File: src/rtl/core/wvsd_pkg.sv
// Shared constants for the window variance stall detector.
// No dependencies; used by every module of the block.
package wvsd_pkg;

   localparam int DEPTH_DEFAULT = 16;
   localparam int SAMPLE_W      = 16;
   localparam int STUCK_W       = 16;
   localparam int DIV_W         = 8;
   localparam int QUEUE_DEPTH   = 4;

   localparam logic [DIV_W-1:0]   SPREAD_RESET = 8'd5;
   localparam logic [STUCK_W-1:0] STUCK_MAX    = 16'hFFFF;

   // item kinds carried on req_tuser
   localparam logic FUNC_INSERT = 1'b0;
   localparam logic FUNC_EVAL   = 1'b1;

endpackage

File: src/rtl/core/wvsd_front.sv
// Front end: accepts items, keeps the sample ring and the running sums.
// Hands each item to the queue with a snapshot of the sums. Uses wvsd_pkg.
module wvsd_front #(
   parameter int DEPTH = wvsd_pkg::DEPTH_DEFAULT
) (
   input  logic                                              clock,
   input  logic                                              reset,
   input  logic                                              in_valid,
   output logic                                              in_ready,
   input  logic                                              in_func,
   input  logic [wvsd_pkg::SAMPLE_W-1:0]                     in_sample,
   output logic                                              push_valid,
   input  logic                                              push_ready,
   output logic [1+3*wvsd_pkg::SAMPLE_W+2*$clog2(DEPTH)-1:0] push_data
);
   localparam int SLOT_W = $clog2(DEPTH);
   localparam int SUM_W  = wvsd_pkg::SAMPLE_W + SLOT_W;
   localparam int SQ_W   = 2 * wvsd_pkg::SAMPLE_W + SLOT_W;
   localparam int SQR_W  = 2 * wvsd_pkg::SAMPLE_W;

   logic [wvsd_pkg::SAMPLE_W-1:0] ring_mem [DEPTH];
   logic [wvsd_pkg::SAMPLE_W-1:0] rd_data_ff;

   logic [SLOT_W-1:0] slot_ff, slot_in;
   logic              wrapped_ff, wrapped_in;
   logic [SUM_W-1:0]  sum_ff, sum_in;
   logic [SQ_W-1:0]   sumsq_ff, sumsq_in;

   logic                          take;
   logic                          insert;
   logic [wvsd_pkg::SAMPLE_W-1:0] old_sample;
   logic [SQR_W-1:0]              old_sq;
   logic [SQR_W-1:0]              new_sq;

   assign in_ready   = push_ready;
   assign take       = in_valid & push_ready;
   assign insert     = take & (in_func == wvsd_pkg::FUNC_INSERT);
   assign push_valid = in_valid;
   // snapshot taken before this item; only evaluate items use the sums
   assign push_data  = {in_func, sumsq_ff, sum_ff};

   // slots not yet written since reset read as zero; writes go in order
   assign old_sample = wrapped_ff ? rd_data_ff : '0;
   assign old_sq     = SQR_W'(old_sample) * SQR_W'(old_sample);
   assign new_sq     = SQR_W'(in_sample) * SQR_W'(in_sample);

   always_comb begin
      slot_in    = slot_ff;
      wrapped_in = wrapped_ff;
      sum_in     = sum_ff;
      sumsq_in   = sumsq_ff;
      if (insert) begin
         if (slot_ff == SLOT_W'(DEPTH - 1)) begin
            slot_in    = '0;
            wrapped_in = 1'b1;
         end else begin
            slot_in = slot_ff + 1'b1;
         end
         sum_in   = sum_ff - SUM_W'(old_sample) + SUM_W'(in_sample);
         sumsq_in = sumsq_ff - SQ_W'(old_sq) + SQ_W'(new_sq);
      end
   end

   always_ff @(posedge clock) begin
      if (reset) begin
         slot_ff    <= '0;
         wrapped_ff <= 1'b0;
         sum_ff     <= '0;
         sumsq_ff   <= '0;
      end else begin
         slot_ff    <= slot_in;
         wrapped_ff <= wrapped_in;
         sum_ff     <= sum_in;
         sumsq_ff   <= sumsq_in;
      end
   end

   // prefetch the next slot to be overwritten; it never collides with the write
   always_ff @(posedge clock) begin
      if (insert) begin
         ring_mem[slot_ff] <= in_sample;
      end
      rd_data_ff <= ring_mem[slot_in];
   end

endmodule

File: src/rtl/core/wvsd_queue.sv
// Short FIFO between the front end and the evaluation pipeline.
// Depth from wvsd_pkg::QUEUE_DEPTH.
module wvsd_queue #(
   parameter int WIDTH = 8
) (
   input  logic             clock,
   input  logic             reset,
   input  logic             push_valid,
   output logic             push_ready,
   input  logic [WIDTH-1:0] push_data,
   output logic             pop_valid,
   input  logic             pop_ready,
   output logic [WIDTH-1:0] pop_data
);
   localparam int PTR_W = $clog2(wvsd_pkg::QUEUE_DEPTH);
   localparam int CNT_W = $clog2(wvsd_pkg::QUEUE_DEPTH + 1);

   logic [WIDTH-1:0] entry_ff [wvsd_pkg::QUEUE_DEPTH];
   logic [PTR_W-1:0] wr_ptr_ff, wr_ptr_in;
   logic [PTR_W-1:0] rd_ptr_ff, rd_ptr_in;
   logic [CNT_W-1:0] count_ff, count_in;
   logic             push, pop;

   assign push_ready = (count_ff != CNT_W'(wvsd_pkg::QUEUE_DEPTH));
   assign pop_valid  = (count_ff != '0);
   assign pop_data   = entry_ff[rd_ptr_ff];
   assign push       = push_valid & push_ready;
   assign pop        = pop_valid & pop_ready;

   always_comb begin
      wr_ptr_in = wr_ptr_ff;
      rd_ptr_in = rd_ptr_ff;
      count_in  = count_ff;
      if (push) begin
         wr_ptr_in = (wr_ptr_ff == PTR_W'(wvsd_pkg::QUEUE_DEPTH - 1)) ? '0 : wr_ptr_ff + 1'b1;
      end
      if (pop) begin
         rd_ptr_in = (rd_ptr_ff == PTR_W'(wvsd_pkg::QUEUE_DEPTH - 1)) ? '0 : rd_ptr_ff + 1'b1;
      end
      if (push && !pop) begin
         count_in = count_ff + 1'b1;
      end else if (pop && !push) begin
         count_in = count_ff - 1'b1;
      end
   end

   always_ff @(posedge clock) begin
      if (reset) begin
         wr_ptr_ff <= '0;
         rd_ptr_ff <= '0;
         count_ff  <= '0;
      end else begin
         wr_ptr_ff <= wr_ptr_in;
         rd_ptr_ff <= rd_ptr_in;
         count_ff  <= count_in;
      end
   end

   always_ff @(posedge clock) begin
      if (push) begin
         entry_ff[wr_ptr_ff] <= push_data;
      end
   end

endmodule

File: src/rtl/core/wvsd_back.sv
// Evaluation pipeline: spread = DEPTH*sumsq - sum^2, compare divisor*spread
// against DEPTH*sum, keep the stuck counter, drive the result register. Uses wvsd_pkg.
module wvsd_back #(
   parameter int DEPTH = wvsd_pkg::DEPTH_DEFAULT
) (
   input  logic                                              clock,
   input  logic                                              reset,
   input  logic                                              pop_valid,
   output logic                                              pop_ready,
   input  logic [1+3*wvsd_pkg::SAMPLE_W+2*$clog2(DEPTH)-1:0] pop_data,
   input  logic [wvsd_pkg::DIV_W-1:0]                        spread_divisor,
   output logic                                              out_valid,
   input  logic                                              out_ready,
   output logic [wvsd_pkg::STUCK_W-1:0]                      out_stuck,
   output logic                                              out_moving
);
   localparam int SLOT_W   = $clog2(DEPTH);
   localparam int SUM_W    = wvsd_pkg::SAMPLE_W + SLOT_W;
   localparam int SQ_W     = 2 * wvsd_pkg::SAMPLE_W + SLOT_W;
   localparam int SPREAD_W = 2 * SUM_W;
   localparam int RHS_W    = SUM_W + SLOT_W;
   localparam int LHS_W    = SPREAD_W + wvsd_pkg::DIV_W;

   logic [SUM_W-1:0] in_sum;
   logic [SQ_W-1:0]  in_sumsq;
   logic             in_eval;
   logic             adv;

   logic                v1_ff, v2_ff, v3_ff;
   logic                eval1_ff, eval2_ff, eval3_ff;
   logic [SPREAD_W-1:0] sq1_ff, dsq1_ff, spread2_ff;
   logic [RHS_W-1:0]    rhs1_ff, rhs2_ff, rhs3_ff;
   logic [LHS_W-1:0]    lhs3_ff;

   logic                         out_valid_ff;
   logic [wvsd_pkg::STUCK_W-1:0] stuck_ff, stuck_in;
   logic                         moving_ff, moving_in;

   assign {in_eval, in_sumsq, in_sum} = pop_data;

   // whole pipeline moves together; it only halts when the result is held
   assign adv       = !out_valid_ff || out_ready;
   assign pop_ready = adv;

   always_ff @(posedge clock) begin
      if (reset) begin
         v1_ff        <= 1'b0;
         v2_ff        <= 1'b0;
         v3_ff        <= 1'b0;
         out_valid_ff <= 1'b0;
      end else if (adv) begin
         v1_ff        <= pop_valid;
         v2_ff        <= v1_ff;
         v3_ff        <= v2_ff;
         out_valid_ff <= v3_ff;
      end
   end

   always_ff @(posedge clock) begin
      if (adv) begin
         eval1_ff   <= (in_eval == wvsd_pkg::FUNC_EVAL);
         sq1_ff     <= SPREAD_W'(in_sum) * SPREAD_W'(in_sum);
         dsq1_ff    <= SPREAD_W'(in_sumsq) * SPREAD_W'(DEPTH);
         rhs1_ff    <= RHS_W'(in_sum) * RHS_W'(DEPTH);

         eval2_ff   <= eval1_ff;
         spread2_ff <= dsq1_ff - sq1_ff;
         rhs2_ff    <= rhs1_ff;

         eval3_ff   <= eval2_ff;
         lhs3_ff    <= LHS_W'(spread_divisor) * LHS_W'(spread2_ff);
         rhs3_ff    <= rhs2_ff;
      end
   end

   always_comb begin
      stuck_in  = stuck_ff;
      moving_in = moving_ff;
      if (adv && v3_ff && eval3_ff) begin
         if (lhs3_ff > LHS_W'(rhs3_ff)) begin
            moving_in = 1'b1;
            stuck_in  = '0;
         end else begin
            moving_in = 1'b0;
            if (stuck_ff != wvsd_pkg::STUCK_MAX) begin
               stuck_in = stuck_ff + 1'b1;
            end
         end
      end
   end

   // counter state doubles as the result register: inserts echo it unchanged
   always_ff @(posedge clock) begin
      if (reset) begin
         stuck_ff  <= '0;
         moving_ff <= 1'b0;
      end else begin
         stuck_ff  <= stuck_in;
         moving_ff <= moving_in;
      end
   end

   assign out_valid  = out_valid_ff;
   assign out_stuck  = stuck_ff;
   assign out_moving = moving_ff;

endmodule

File: src/rtl/core/window_variance_stall_detector_top.sv
// Window variance stall detector, top level.
// Throughput: one item per cycle while the queue has room; held rsp_tready stalls it.
// Result path: queue, then the three-stage spread/compare pipeline and result register.
// Reset (synchronous): ring reads as zero, sums and stuck counter cleared, divisor 5.
// No clearing pass: the ring fills in order, so unwritten slots read as zero.
module window_variance_stall_detector_top #(
   parameter int DEPTH = wvsd_pkg::DEPTH_DEFAULT
) (
   input  logic        clock,
   input  logic        reset,
   input  logic        req_tvalid,
   output logic        req_tready,
   input  logic [15:0] req_tdata,   // [15:0] sample
   input  logic [0:0]  req_tuser,   // [0] func
   output logic        rsp_tvalid,
   input  logic        rsp_tready,
   output logic [23:0] rsp_tdata,   // [15:0] stuck_ticks, [16] window_moving, zeros above
   input  logic        csr_wr_en,
   input  logic [7:0]  csr_wr_data  // spread_divisor
);
   localparam int ENTRY_W = 1 + 3 * wvsd_pkg::SAMPLE_W + 2 * $clog2(DEPTH);

   logic [wvsd_pkg::DIV_W-1:0] spread_ff;

   logic               push_valid, push_ready;
   logic [ENTRY_W-1:0] push_data;
   logic               pop_valid, pop_ready;
   logic [ENTRY_W-1:0] pop_data;

   logic [wvsd_pkg::STUCK_W-1:0] stuck;
   logic                         moving;

   always_ff @(posedge clock) begin
      if (reset) begin
         spread_ff <= wvsd_pkg::SPREAD_RESET;
      end else if (csr_wr_en) begin
         spread_ff <= csr_wr_data;
      end
   end

   wvsd_front #(.DEPTH(DEPTH)) u_front (
      .clock      (clock),
      .reset      (reset),
      .in_valid   (req_tvalid),
      .in_ready   (req_tready),
      .in_func    (req_tuser[0]),
      .in_sample  (req_tdata),
      .push_valid (push_valid),
      .push_ready (push_ready),
      .push_data  (push_data)
   );

   wvsd_queue #(.WIDTH(ENTRY_W)) u_queue (
      .clock      (clock),
      .reset      (reset),
      .push_valid (push_valid),
      .push_ready (push_ready),
      .push_data  (push_data),
      .pop_valid  (pop_valid),
      .pop_ready  (pop_ready),
      .pop_data   (pop_data)
   );

   wvsd_back #(.DEPTH(DEPTH)) u_back (
      .clock          (clock),
      .reset          (reset),
      .pop_valid      (pop_valid),
      .pop_ready      (pop_ready),
      .pop_data       (pop_data),
      .spread_divisor (spread_ff),
      .out_valid      (rsp_tvalid),
      .out_ready      (rsp_tready),
      .out_stuck      (stuck),
      .out_moving     (moving)
   );

   assign rsp_tdata = {7'd0, moving, stuck};

endmodule

File: config.mk
export PLATFORM = sky130hd
export DESIGN_NAME = window_variance_stall_detector_top
export DESIGN_NICKNAME = d
export VERILOG_FILES = /design/src/rtl/core/wvsd_pkg.sv /design/src/rtl/core/wvsd_front.sv /design/src/rtl/core/wvsd_queue.sv /design/src/rtl/core/wvsd_back.sv /design/src/rtl/core/window_variance_stall_detector_top.sv
export SDC_FILE = /design/constraint.sdc
export NUM_CORES = 2
export LEC_CHECK = 0
export BUFFER_PORTS_ARGS = -buffer_cell sky130_fd_sc_hd__buf_2
export CORE_MARGIN = 3
export CORE_UTILIZATION = 44
export CTS_BUF_LIST = sky130_fd_sc_hd__clkbuf_4 sky130_fd_sc_hd__clkbuf_8 sky130_fd_sc_hd__clkbuf_16
export DETAILED_ROUTE_END_ITERATION = 10
export SLEW_MARGIN = 0
export SYNTH_ARGS = -nofsm -noshare
export SYNTH_HDL_FRONTEND = slang
export SYNTH_SLANG_ARGS = --single-unit
File: constraint.sdc
create_clock -name clock -period 9.3 [get_ports clock]
set_input_delay 0 -clock clock [delete_from_list [all_inputs] [get_ports clock]]
set_output_delay 0 -clock clock [all_outputs]
set_load 0.03 [all_outputs]
After elaboration in Yosys (flattened, before gate mapping)
Memories as Yosys holds them, arrays and structs flattened. A register that Yosys moved wholly into a read port is not among the register bits.
Cells that the tools add are included.
{"block": "totals", "memories": 2, "out_inout_bits": 26, "latch_bits": 0, "mem_bits_rw": 484, "rom_bits": 0, "wordCells": 80, "reg_bits": 324}
{"memory": "u_front.ring_mem", "words": 16, "word_bits": 16, "rd": 1, "rd_clocked_by_memory_dff": 1, "wr": 1, "line": "wvsd_front.sv:21", "rtl": "logic [wvsd_pkg::SAMPLE_W-1:0] ring_mem [DEPTH];"}
{"memory": "u_queue.entry_ff", "words": 4, "word_bits": 57, "rd": 1, "rd_clocked_by_memory_dff": 1, "wr": 1, "line": "wvsd_queue.sv:18", "rtl": "logic [WIDTH-1:0] entry_ff [wvsd_pkg::QUEUE_DEPTH];"}
{"block": "classes", "n_eq_ne": 5, "muxes": 16, "n_reduce_logical": 13, "magnitude_cmp": 1, "n_div": 0, "add_sub_neg": 11, "shifts": 0, "bitwise": 4, "n_mul": 4}
{"operator": "multiplier 16 x 16 -> 32 bit", "count": 2}
{"operator": "greater-than comparator 48 x 24 -> 1 bit", "count": 1}
{"operator": "multiplier 8 x 40 -> 48 bit", "count": 1}
{"operator": "two-way mux 16 bit", "count": 3}
{"operator": "multiplier 20 x 20 -> 40 bit", "count": 1}
{"operator": "subtractor 40 bit", "count": 1}
{"operator": "adder 36 x 32 -> 36 bit", "count": 1}
{"operator": "subtractor 36 x 32 -> 36 bit", "count": 1}
{"operator": "adder 20 x 16 -> 20 bit", "count": 1}
{"operator": "subtractor 20 x 16 -> 20 bit", "count": 1}
{"operator": "adder 16 x 1 -> 16 bit, second input constant", "count": 1}
{"operator": "!= test 16 bit, second input constant", "count": 1}
{"operator": "two-way mux 2 bit", "count": 4}
{"operator": "two-way mux 4 bit", "count": 2}
{"operator": "two-way mux 3 bit", "count": 2}
{"operator": "two-way mux 1 bit", "count": 5}
{"operator": "adder 2 x 1 -> 2 bit, second input constant", "count": 2}
{"operator": "adder 4 x 1 -> 4 bit, second input constant", "count": 1}
{"operator": "== test 2 bit, second input constant", "count": 2}
{"operator": "== test 4 bit, second input constant", "count": 1}
{"operator": "logical AND 1 bit", "count": 4}
{"operator": "AND reduction 2 bit", "count": 2}
{"operator": "nonzero test 2 bit", "count": 2}
{"operator": "adder 3 x 1 -> 3 bit, second input constant", "count": 1}
{"operator": "7 further kinds", "count": 11}

Longest topological paths before layout
{"block": "depth", "word_depth": 6, "ltp_mapped": 35, "depth_no_buf": 29}

Cells and area by module
Synthesis repeated with hierarchy kept, for this count alone.
{"block": "hier_totals", "cells_unflattened": 6218, "hier_area_um2": 70844.2}
{"module": "wvsd_back", "seq_area_each_um2": 7116.8, "area_per_inst_um2": 31494.0, "instances": 1, "cells_per_inst": 3158}
{"module": "wvsd_front", "seq_area_each_um2": 9228.9, "area_per_inst_um2": 30294.1, "instances": 1, "cells_per_inst": 2680}
{"module": "wvsd_queue", "seq_area_each_um2": 7026.7, "area_per_inst_um2": 8699.6, "instances": 1, "cells_per_inst": 345}
{"module": "window_variance_stall_detector_top", "seq_area_each_um2": 160.2, "area_per_inst_um2": 356.6, "instances": 1, "cells_per_inst": 35}

Worst setup path after synthesis
OpenSTA, ideal clock, no wires.
{"block": "synth_path", "path_kind": "register -> register", "from": "register with a tool-made name", "to": "register u_back.sq1_ff[32] (data pin)", "t_required_ns": 9.032, "arrival_ns": 8.138, "path_stages_with_launch": 32, "setup_slack_ns": 0.894, "synth_period_minus_slack_ns": 8.406, "cell_sequence": "dfxtp_1 > buf_2 > clkbuf_1 > buf_2 > buf_2 > mux2i_1 > nand2_1 > o21ai_0 > clkinv_1 > nand2_1 > inv_1 > fa_1 > inv_1 > fa_1 > fa_1 > inv_1 > fa_1 > fa_1 > fa_1 > inv_1 > fa_1 > inv_1 > ha_1 > a21o_1 > a21o_1 > a21o_1 > a2111oi_0 > nor3b_1 > a311o_1 > a21oi_1 > o2111a_1 > a211oi_1"}
{"element": "end signal: assignment", "line": "wvsd_back.sv:62", "rtl": "sq1_ff <= SPREAD_W'(in_sum) * SPREAD_W'(in_sum);"}
{"element": "end: declaration", "line": "wvsd_back.sv:31", "rtl": "logic [SPREAD_W-1:0] sq1_ff, dsq1_ff, spread2_ff;"}

==> metrics.log <==
[metrics] run status: finished, final reports clean
[metrics] standard-cell rows: about 150
[metrics] gpl congestion: 0.931
[metrics] worst path arrival time: between 9 and 10 ns
[metrics] Net count, final: 7681
[metrics] clock-pin slew on the worst setup and hold paths: 0.06 ns
[metrics] first-pass iteration count of the detailed router: 6
[metrics] clock tree from TritonCTS: yes
[metrics] hold violation count in the final report: 0
[metrics] synthesis-to-finish area growth: 8.88%
[metrics] worst-path fanout max: 28
[metrics] floorplan die width: between 400 and 500 um
[metrics] final wirelength: 165000 um
[metrics] min cycle time layout: ~8.6 ns
[metrics] Post CTS Setup Buffer Count: 0
[metrics] start-to-end type of the worst setup path: flip-flop to flip-flop
[metrics] Post-Route Setup TNS: 0 ns
[metrics] share of the yosys chip area belonging to registers: roughly a third
[metrics] remaining global-route overflow: 0
[metrics] H-tree levels: 3
[metrics] Num Clock Sinks: 822
[metrics] setup violators final: 0
[metrics] area of the mapped netlist: 0.0699 sq mm
[metrics] synthesized area per cell: 11.4 sq um
[metrics] Final Slew Violations: 0
[metrics] number of storage elements in the synthesis netlist: 822
[metrics] largest net degree at the start of global routing: 83
[metrics] wire length of the first global-routing pass: 265000 um
[metrics] Clk Latency, worst-skew pair: 0.72 ns
[metrics] via total after detailed routing: 43700
[metrics] placeable core area: between 0.15 and 0.2 sq mm
[metrics] drt via density: 5.24
[metrics] slew margin rel.: 20.4%
[metrics] Remaining DRCs: 0
[metrics] initial detailed-routing violation count: 2382
[metrics] setup repair after global routing missed its margin: no
[metrics] antenna violations before repair: 5
[metrics] kind of start point of the critical path: flip-flop
[metrics] total global routing track utilization: between 20% and 30%
[metrics] Inserted Clock Buffers: 87
[metrics] required time worst endpoint: 9.76 ns
[metrics] I/O pin cnt: 56
[metrics] Bufs on Longest Clock Path: 3
[metrics] worst clock skew: 0.0736 ns
[metrics] CTS root buffer: sky130_fd_sc_hd__clkbuf_16
[metrics] number of unique standard cell types used by synthesis: between 90 and 100
[metrics] die area: ~0.16 sq mm
[metrics] die height: 405 um
[metrics] HPWL after detailed placement: 127000 um
[metrics] initial core utilization: 44.5%
[metrics] final cycle utilization of the critical path: 92.6%
[metrics] antenna-violating nets left: 0
[metrics] actual transition at the worst max-transition pin: approximately 1.2 ns
[metrics] Min-Delay Path Class: primary input to flip-flop
[metrics] number of hold buffers added after CTS: 37
[metrics] Yosys Warn Count: 0
[metrics] post-DR wirelength/cell: 19.7 um
[metrics] Buffers on Ports: 48
[metrics] number of instances in the synthesized netlist: 6137
[metrics] number of global-route vias before repair: 47100
[metrics] number of enable flip-flop cells after synthesis: just over 700
[metrics] share of cells above drive strength 1: 7.12%
[metrics] predominant post-synthesis flop cell: sky130_fd_sc_hd__edfxtp_1
[metrics] async set-reset flop share out of synthesis: 0%
[metrics] highest achievable clock rate: 0.116 GHz
[metrics] endpoint class of the critical path: flip-flop
[metrics] number of max-cap violations: 0
[metrics] post-cts resize count: 0
## worst paths after layout
kind / end / start / depth (start not counted) / slack [ns]
max reg2reg: u_back.sq1_ff[38] / flip-flop / 27 / 0.68
max: u_back.sq1_ff[38] / flip-flop / 27 / 0.68
min reg2reg: u_back.rhs2_ff[9] / u_back.rhs1_ff[9] / 0 / 0.42
min: u_queue.wr_ptr_ff[1] / reset / 3 / 0.07
## area by class of cell
class / instances / area (sq um)
fillers: 14200 / 81000
flip-flops and latches: 822 / 23500
clock inverters: 58 / 718
inverters: 1285 / 4830
repair buffers: 170 / 1250
diodes: 1 / 2.50
multi-input cells: 3835 / 40900
clock buffers: 106 / 2350
well taps: 2058 / 2570
## cell usage in the layout (no fill, tap or decap), types with 11 or more instances in the layout
| cell type | Yosys | layout |
|---|---|---|
| sky130_fd_sc_hd__or3_1 | 14 | 14 |
| sky130_fd_sc_hd__mux2i_1 | 87 | 86 |
| sky130_fd_sc_hd__clkbuf_16 | 0 | 87 |
| sky130_fd_sc_hd__nor4_1 | 11 | 11 |
| sky130_fd_sc_hd__nor2b_1 | 22 | 22 |
| sky130_fd_sc_hd__o21bai_1 | 24 | 24 |
| sky130_fd_sc_hd__o21ai_1 | 12 | 20 |
| sky130_fd_sc_hd__clkbuf_4 | 0 | 14 |
| sky130_fd_sc_hd__o211ai_1 | 19 | 19 |
| sky130_fd_sc_hd__nand2_1 | 613 | 613 |
| sky130_fd_sc_hd__inv_1 | 1275 | 1274 |
| sky130_fd_sc_hd__edfxtp_1 | 707 | 707 |
| sky130_fd_sc_hd__a21oi_1 | 187 | 186 |
| sky130_fd_sc_hd__a21o_1 | 112 | 112 |
| sky130_fd_sc_hd__and3_1 | 76 | 72 |
| sky130_fd_sc_hd__ha_1 | 499 | 499 |
| sky130_fd_sc_hd__nor2_1 | 231 | 230 |
| sky130_fd_sc_hd__o31ai_1 | 17 | 17 |
| sky130_fd_sc_hd__clkinv_1 | 8 | 21 |
| sky130_fd_sc_hd__buf_2 | 17 | 47 |
| sky130_fd_sc_hd__dfxtp_1 | 115 | 110 |
| sky130_fd_sc_hd__dlygate4sd3_1 | 0 | 37 |
| sky130_fd_sc_hd__xor2_1 | 62 | 61 |
| sky130_fd_sc_hd__and2_1 | 219 | 219 |
| sky130_fd_sc_hd__buf_4 | 8 | 86 |
| sky130_fd_sc_hd__xnor2_1 | 102 | 102 |
| sky130_fd_sc_hd__nand3_1 | 48 | 48 |
| sky130_fd_sc_hd__nand4_1 | 30 | 30 |
| sky130_fd_sc_hd__mux2_2 | 18 | 18 |
| sky130_fd_sc_hd__nand2b_1 | 27 | 26 |
| sky130_fd_sc_hd__nor3_1 | 34 | 34 |
| sky130_fd_sc_hd__mux4_2 | 101 | 101 |
| sky130_fd_sc_hd__a31oi_1 | 21 | 21 |
| sky130_fd_sc_hd__o21a_1 | 34 | 34 |
| sky130_fd_sc_hd__o21ai_0 | 94 | 86 |
| sky130_fd_sc_hd__fa_1 | 951 | 951 |
| sky130_fd_sc_hd__a211oi_1 | 28 | 28 |
## metal layers
metal	global-route usage (%)	vias to the layer above	part of all wire, %
met4	6.36	0	3.2
met3	2.95	241	4.9
met1	27.6	22400	43
met5	0	-	0
li1	-	20100	-
met2	35.7	996	49
## critical path, cell delays in order (launching register included)
cell	delay, ns
sky130_fd_sc_hd__dfxtp_4	0.64
sky130_fd_sc_hd__buf_4	0.26
sky130_fd_sc_hd__buf_4	0.21
sky130_fd_sc_hd__mux2_2	0.35
sky130_fd_sc_hd__o21ai_1	0.12
sky130_fd_sc_hd__buf_4	0.21
sky130_fd_sc_hd__inv_1	0.25
sky130_fd_sc_hd__nand2_1	0.21
sky130_fd_sc_hd__fa_1	0.47
sky130_fd_sc_hd__fa_1	0.51
sky130_fd_sc_hd__inv_1	0.05
sky130_fd_sc_hd__fa_1	0.53
sky130_fd_sc_hd__fa_1	0.45
sky130_fd_sc_hd__fa_1	0.51
sky130_fd_sc_hd__fa_1	0.49
sky130_fd_sc_hd__inv_1	0.05
sky130_fd_sc_hd__fa_1	0.49
sky130_fd_sc_hd__inv_1	0.04
sky130_fd_sc_hd__ha_1	0.36
sky130_fd_sc_hd__a21o_1	0.21
sky130_fd_sc_hd__a21o_1	0.16
sky130_fd_sc_hd__a21o_1	0.18
sky130_fd_sc_hd__a2111oi_0	0.56
sky130_fd_sc_hd__o31ai_1	0.17
sky130_fd_sc_hd__a31oi_2	0.31
sky130_fd_sc_hd__o21ai_1	0.19
sky130_fd_sc_hd__a221oi_2	0.28
sky130_fd_sc_hd__xnor2_1	0.08
## per-stage QoR
stage	utilization (%)	instances	setup slack, ns	area (sq um)	hold slack [ns]
2_1_floorplan	-	6143	0.894	70000	0.0989
3_3_place_gp	46.3	8133	0.790	72700	0.229
3_5_place_dp	46.3	8133	0.665	72700	0.229
4_1_cts	48.5	8334	0.650	76100	0.0167
5_1_grt	48.5	8334	0.240	76100	0.0678
6_report	48.5	8335	0.684	76100	0.0730
## cell usage after synthesis, types with 21 or more instances
master / n / share of area (%)
sky130_fd_sc_hd__nand4_1: 30 / 0.27
sky130_fd_sc_hd__a31oi_1: 21 / 0.19
sky130_fd_sc_hd__nand2b_1: 27 / 0.24
sky130_fd_sc_hd__inv_1: 1275 / 6.8
sky130_fd_sc_hd__and3_1: 76 / 0.68
sky130_fd_sc_hd__edfxtp_1: 707 / 30
sky130_fd_sc_hd__and2_1: 219 / 2.0
sky130_fd_sc_hd__nor3_1: 34 / 0.24
sky130_fd_sc_hd__nor2b_1: 22 / 0.20
sky130_fd_sc_hd__mux2i_1: 87 / 1.2
sky130_fd_sc_hd__xnor2_1: 102 / 1.3
sky130_fd_sc_hd__o21a_1: 34 / 0.36
sky130_fd_sc_hd__nand2_1: 613 / 3.3
sky130_fd_sc_hd__ha_1: 499 / 8.9
sky130_fd_sc_hd__a211oi_1: 28 / 0.30
sky130_fd_sc_hd__a21o_1: 112 / 1.2
sky130_fd_sc_hd__clkbuf_1: 167 / 0.90
sky130_fd_sc_hd__nor2_1: 231 / 1.2
sky130_fd_sc_hd__o21bai_1: 24 / 0.26
sky130_fd_sc_hd__a21oi_1: 187 / 1.3
sky130_fd_sc_hd__fa_1: 951 / 27
sky130_fd_sc_hd__dfxtp_1: 115 / 3.3
sky130_fd_sc_hd__mux4_2: 101 / 3.3
sky130_fd_sc_hd__nand3_1: 48 / 0.34
sky130_fd_sc_hd__o21ai_0: 94 / 0.67
sky130_fd_sc_hd__xor2_1: 62 / 0.78
## kinds of logic (layout without fill, tap and decap cells)
family	after synthesis	after routing	synth area share (%)
buffers and inverters	1486	1619	8.05
adder cells (fa/ha/maj)	1451	1451	36.2
AND/OR/NAND/NOR	1368	1368	9.18
flip-flops	822	822	33.7
AO/OA/AOI/OAI	637	637	6.07
multiplexers	208	208	4.83
XOR/XNOR	164	164	2.05
other	1	8	0.00536
## flip-flops by register name, indices dropped and copies added, names as in the netlist, 2 cells and up, named ones only
name,flops
u_back.rhs2_ff,19
u_back.lhs3_ff,48
u_queue.entry_ff,228
u_back.dsq1_ff,36
u_back.rhs1_ff,19
u_back.rhs3_ff,20
u_front.sumsq_ff,36
u_front.sum_ff,20
u_back.sq1_ff,39
u_back.out_stuck,16
u_front.ring_mem,256
u_queue.wr_ptr_ff,2
u_back.spread2_ff,39
u_front.rd_data_ff,16
u_queue.count_ff,3
spread_ff,8
u_queue.rd_ptr_ff,2
u_front.slot_ff,4
Power is left out: the tool's default activity adds up to more than one toggle a clock period on the data nets, which glitch-free logic cannot reach.
